### config.mk
export PLATFORM = sky130hd
export DESIGN_NAME = rrdba_cmpsub
export DESIGN_NICKNAME = d
export VERILOG_FILES = /design/src/rtl/rrdba_cmpsub.sv
export SDC_FILE = /design/constraint.sdc
export NUM_CORES = 1
export LEC_CHECK = 0
export BUFFER_PORTS_ARGS = -buffer_cell sky130_fd_sc_hd__buf_2
export CAP_MARGIN = 25
export CELL_PAD_IN_SITES_DETAIL_PLACEMENT = 1
export CELL_PAD_IN_SITES_GLOBAL_PLACEMENT = 1
export CORE_AREA = 2 2 39 41
export DETAILED_ROUTE_END_ITERATION = 8
export DIE_AREA = 0 0 41 43
export PLACE_DENSITY = 0.51
export RECOVER_POWER = 50
export SETUP_SLACK_MARGIN = 0.05
export SYNTH_ARGS = -nofsm -noshare
export SYNTH_HDL_FRONTEND = slang
export SYNTH_SLANG_ARGS = --single-unit
### constraint.sdc
create_clock -name vclk -period 5.9
set_input_delay 1.475 -clock vclk [all_inputs]
set_output_delay 1.475 -clock vclk [all_outputs]
set_load 0.05 [all_outputs]
### src/rtl/rrdba_cmpsub.sv
// shared compare and subtract unit used for disk index wrapping
module rrdba_cmpsub #(
    parameter int W = 4
) (
    input  logic [W-1:0] a,
    input  logic [W-1:0] b,
    output logic [W-1:0] result,
    output logic         ge
);
    assign ge     = (a >= b);
    assign result = ge ? (a - b) : a;
endmodule

==> impl_metrics.toml, run 1 <==
[synthesis]
yosys.area_share.simple = 0.179
synth_seq_area_share = 0
synth_compound_area_frac = 0.274
syn-num-nets = 43
syn_avg_cell_area_um2 = 7.47
muxShareOfSynthArea = 0.112
ys_types = 17
synth_xor_area_frac = 0.0391
synthesis.area_um2 = 224
synth_top_family_by_area = "adder cells"
synth_adder_area_share = 0.313
syn_inst = 30
yosysWarningCount = 0

[power_and_ir_drop]
comb_power_share = 1.000
p_sw_uw = 35.2
clkPwrFrac = 0
ir_drop_uv = 24.9
p_sw_frac = 0.687
power.leakage_nw = 0.159
seq_power_share = 0
internal_power_uw = 16.0
powerDensity_nw_per_um2 = 167

[timing]
period_minus_slack_ps = 4730
slew_headroom = 0.607
slew_viol_final = 0
setup_viol = 0
finalCritPeriodShare = 0.801
tightest_slew_ps = 592
fin_setup_tns_ps = 0
layout_setup_ws_ps = 1170
rsz0062_at_grt = "no"
finalHoldViolCount = 0
fmax_mhz = 211

[finish]
regArea_um2 = 0
most-common-layout-cells = "buf_2, inv_1, nor2_1, ha_1, a21oi_1"
finalNetCount = 58
final_common_cell = "buf_2"
area_delta_synth_final_pct = 36.9
fin_area_um2 = 307
clockBufferCount = 0
fillers = 171
diodes = 0
design.seq.count = 0
drive_above_1_share = 0.349

[global_routing]
overflow = 0
grt_pass1_vias = 219
grt_pass1_wl_um = 779
grt_max_degree = 7
antenna_found_initial = 0
grt_usage = 0.0579

[placement]
placed_area_um2 = 309
dpl.hpwl_um = 457
pre_cts_ws_ps = 1260
io_buffers = 13
place_congestion = 0.551

[outcome]
outcome = "complete, no violations"

[critical_path]
end_kind = "output port"
crit_start = "a[0]"
cp.arrival_ps = 3250
critPathCapture = "result[2]"
required_ps = 4430
worstSetupStartpointType = "input pin"
worstSetupPathType = "input pin to output port"
crit_fanout = 6

[floorplan]
die_w_um = 41
std_cell_rows = 14
initial_core_util = 0.162
ios = 13
fp.coreArea_um2 = 1380
fp.dieH_um = 43
die_area_um2 = 1760

[drt]
avgViaCountPerCell = 4.17
drtPass1Iterations = 2
ant_nets = 0
remaining_drc_errors = 0
wire_per_inst_um = 8.34
num_vias = 246
drt_iter0_markers = 1
wirelength_um = 492

[clocking]
hold_buffers = 0
cts.repair.resized = 0
cts_setup_buffers = 0

[hold_path]
hp-class = "input pin to output port"

[job]
drv_cap = 0
critical path, cell delays in order:
cell and delay [ps]:
buf_2 100, inv_1 50, ha_1 160, inv_1 50, fa_1 420, a21oi_1 270
o21ai_4 120, a21oi_1 130, clkbuf_1 480
per-layer routing:
layer | up-vias | share of wire | wire length [um] | track usage
li1 | 128 | - | - | -
met2 | 7 | 0.52 | 258 | 0.109
met4 | 0 | 0 | 0 | 0
met5 | - | 0 | 0 | 0
met3 | 0 | 0.081 | 40 | 0
met1 | 111 | 0.39 | 193 | 0.0728
how the worst min path moves through the flow:
stage               from   endpoint  cells past startpoint
finish              a[0]  result[0]                      4
global route        a[0]  result[0]                      4
CTS                 a[2]  result[2]                      4
detailed placement  a[2]  result[2]                      4
global placement    a[2]  result[2]                      4
floorplan           a[1]  result[1]                      1
logic make-up after synthesis:
kind of cell    after synthesis
xor+xnor                      1
simple gates                  9
fa+ha+maj                     5
buf+inv                       5
mux                           2
compound gates                8
power groups by stage:
stage	combinational, mW	sequential (mW)	clock (mW)
after floorplan	0.0411	0	0
after global placement	0.0524	0	0
after detailed placement	0.0524	0	0
after CTS	0.0525	0	0
after global routing	0.0555	0	0
final	0.0512	0	0
metrics by stage:
step | std cells | hold slack (ps) | power (mW) | utilization
floorplan | 30 | 3170 | 0.0411 | -
global placement | 59 | 3390 | 0.0524 | 0.223
detailed placement | 59 | 3390 | 0.0524 | 0.223
CTS | 59 | 3390 | 0.0525 | 0.223
global route | 59 | 3470 | 0.0555 | 0.222
finish | 59 | 3390 | 0.0512 | 0.222
area by class of cell:
| cell class | count | area (um^2) | area share |
|---|---|---|---|
| inverter | 5 | 18.8 | 0.0612 |
| multi-input combinational | 25 | 205 | 0.669 |
| tap | 16 | 20.0 | 0.0653 |
| timing repair buffer | 13 | 62.6 | 0.204 |
synthesized netlist by cell type (2+ instances only):
| cell type | number | area, um^2 |
|---|---|---|
| a21oi_1 | 3 | 15.0 |
| ha_1 | 4 | 50.1 |
| nand2_1 | 2 | 7.51 |
| inv_1 | 5 | 18.8 |
| nor2_1 | 4 | 15.0 |
(Power assumes the default switching activity.)
==> run 2, diff against run 1 <==
Clock period 5.9 ns to 4.88 ns, I/O delays scaled along.
==> run 2 against run 1 <==
Compared with the run above:
- critical path depth unchanged
- global-route usage decreased by 0.39 points
- hold slack got worse by 510 ps
- sequential cell count unchanged
- count of clock-buffer cells in the layout unchanged
- utilization unchanged
- combinational power increased by 20%
- wire length decreased by 1.8%
- non-clock buffer count unchanged
- final area unchanged
- critical path type unchanged
- largest cell class unchanged
==> impl_metrics.toml, run 2 (synthesis results as in run 1) <==
[global_routing]
grt_pass1_wl_um = 710
grt_max_degree = 7
grt_usage = 0.0540
antenna_found_initial = 0
overflow = 0
grt_pass1_vias = 187

[placement]
placed_area_um2 = 309
dp.cells = 59
io_buffers = 13
dpl.hpwl_um = 467
place_congestion = 0.587
pre_cts_ws_ps = 749

[finish]
final_common_cell = "buf_2"
area_delta_synth_final_pct = 36.9
fin_area_um2 = 307
fillers = 178
regArea_um2 = 0
most-common-layout-cells = "buf_2, inv_1, nor2_1, ha_1, a21oi_1"
drive_above_1_share = 0.349
final_core_util = 0.222
clockBufferCount = 0
finalNetCount = 58
final_cells = 59
design.seq.count = 0
diodes = 0

[power_and_ir_drop]
p_sw_frac = 0.687
power.leakage_nw = 0.159
comb_power_share = 1.000
clkPwrFrac = 0
powerDensity_nw_per_um2 = 201
p_sw_uw = 42.4
internal_power_uw = 19.3
seq_power_share = 0
total_power_uw = 61.6
ir_drop_uv = 32.7

[critical_path]
required_ps = 3660
crit_buf_inv = 4
cpPeakStageDelay_ps = 480
worstSetupPathType = "input pin to output port"
crit_fanout = 6
end_kind = "output port"
cp_top_family = "buffers and inverters"
crit_chain = "buf_2, inv_1, ha_1, inv_1, fa_1, a21oi_1, o21ai_4, a21oi_1, clkbuf_1"
worstSetupStartpointType = "input pin"
cp.arrival_ps = 3000
critPathSlowestCell = "clkbuf_1"

[floorplan]
die_w_um = 41
fp.coreArea_um2 = 1380
die_area_um2 = 1760
ios = 13
std_cell_rows = 14
initial_core_util = 0.162
fp.dieH_um = 43

[timing]
fmax_mhz = 237
finalHoldViolCount = 0
setup_viol = 0
finalCritPeriodShare = 0.864
period_minus_slack_ps = 4220
layout_setup_ws_ps = 662
fin_setup_tns_ps = 0
slew_viol_final = 0
rsz0062_at_grt = "no"
slew_headroom = 0.607
tightest_slew_ps = 592
holdWs_ps = 2880

[drt]
drtPass1Iterations = 1
num_vias = 250
drt_iter0_markers = 0
remaining_drc_errors = 0
wire_per_inst_um = 8.19
wirelength_um = 483
avgViaCountPerCell = 4.24
ant_nets = 0

[clocking]
cts.repair.resized = 0
hold_buffers = 0
cts_setup_buffers = 0

[hold_path]
hp-class = "input pin to output port"

[outcome]
outcome = "complete, no violations"

[job]
drv_cap = 0
-- run 2: per-layer routing --
| metal | part of all wire | track usage |
|---|---|---|
| met5 | 0 | 0 |
| met4 | 0 | 0 |
| met3 | 0.097 | 0 |
| met2 | 0.54 | 0.109 |
| met1 | 0.36 | 0.0603 |
-- run 2: path summary, 6_finish.rpt --
path / startpoint / to / cells after the start
setup / recovery: a[0] / result[2] / 9
hold / removal: a[0] / result[0] / 4
-- run 2: layout make-up --
cell class	count	area, um^2	share of cell area
Timing Repair Buffer	13	62.6	0.204
Inverter	5	18.8	0.0612
Multi-Input combinational cell	25	205	0.669
Tap cell	16	20.0	0.0653
-- run 2: power by group through the flow --
stage	combinational, mW	sequential [mW]	clock (mW)
after global routing	0.0663	0	0
after global placement	0.0634	0	0
final	0.0616	0	0
after detailed placement	0.0632	0	0
after floorplan	0.0497	0	0
after CTS	0.0634	0	0
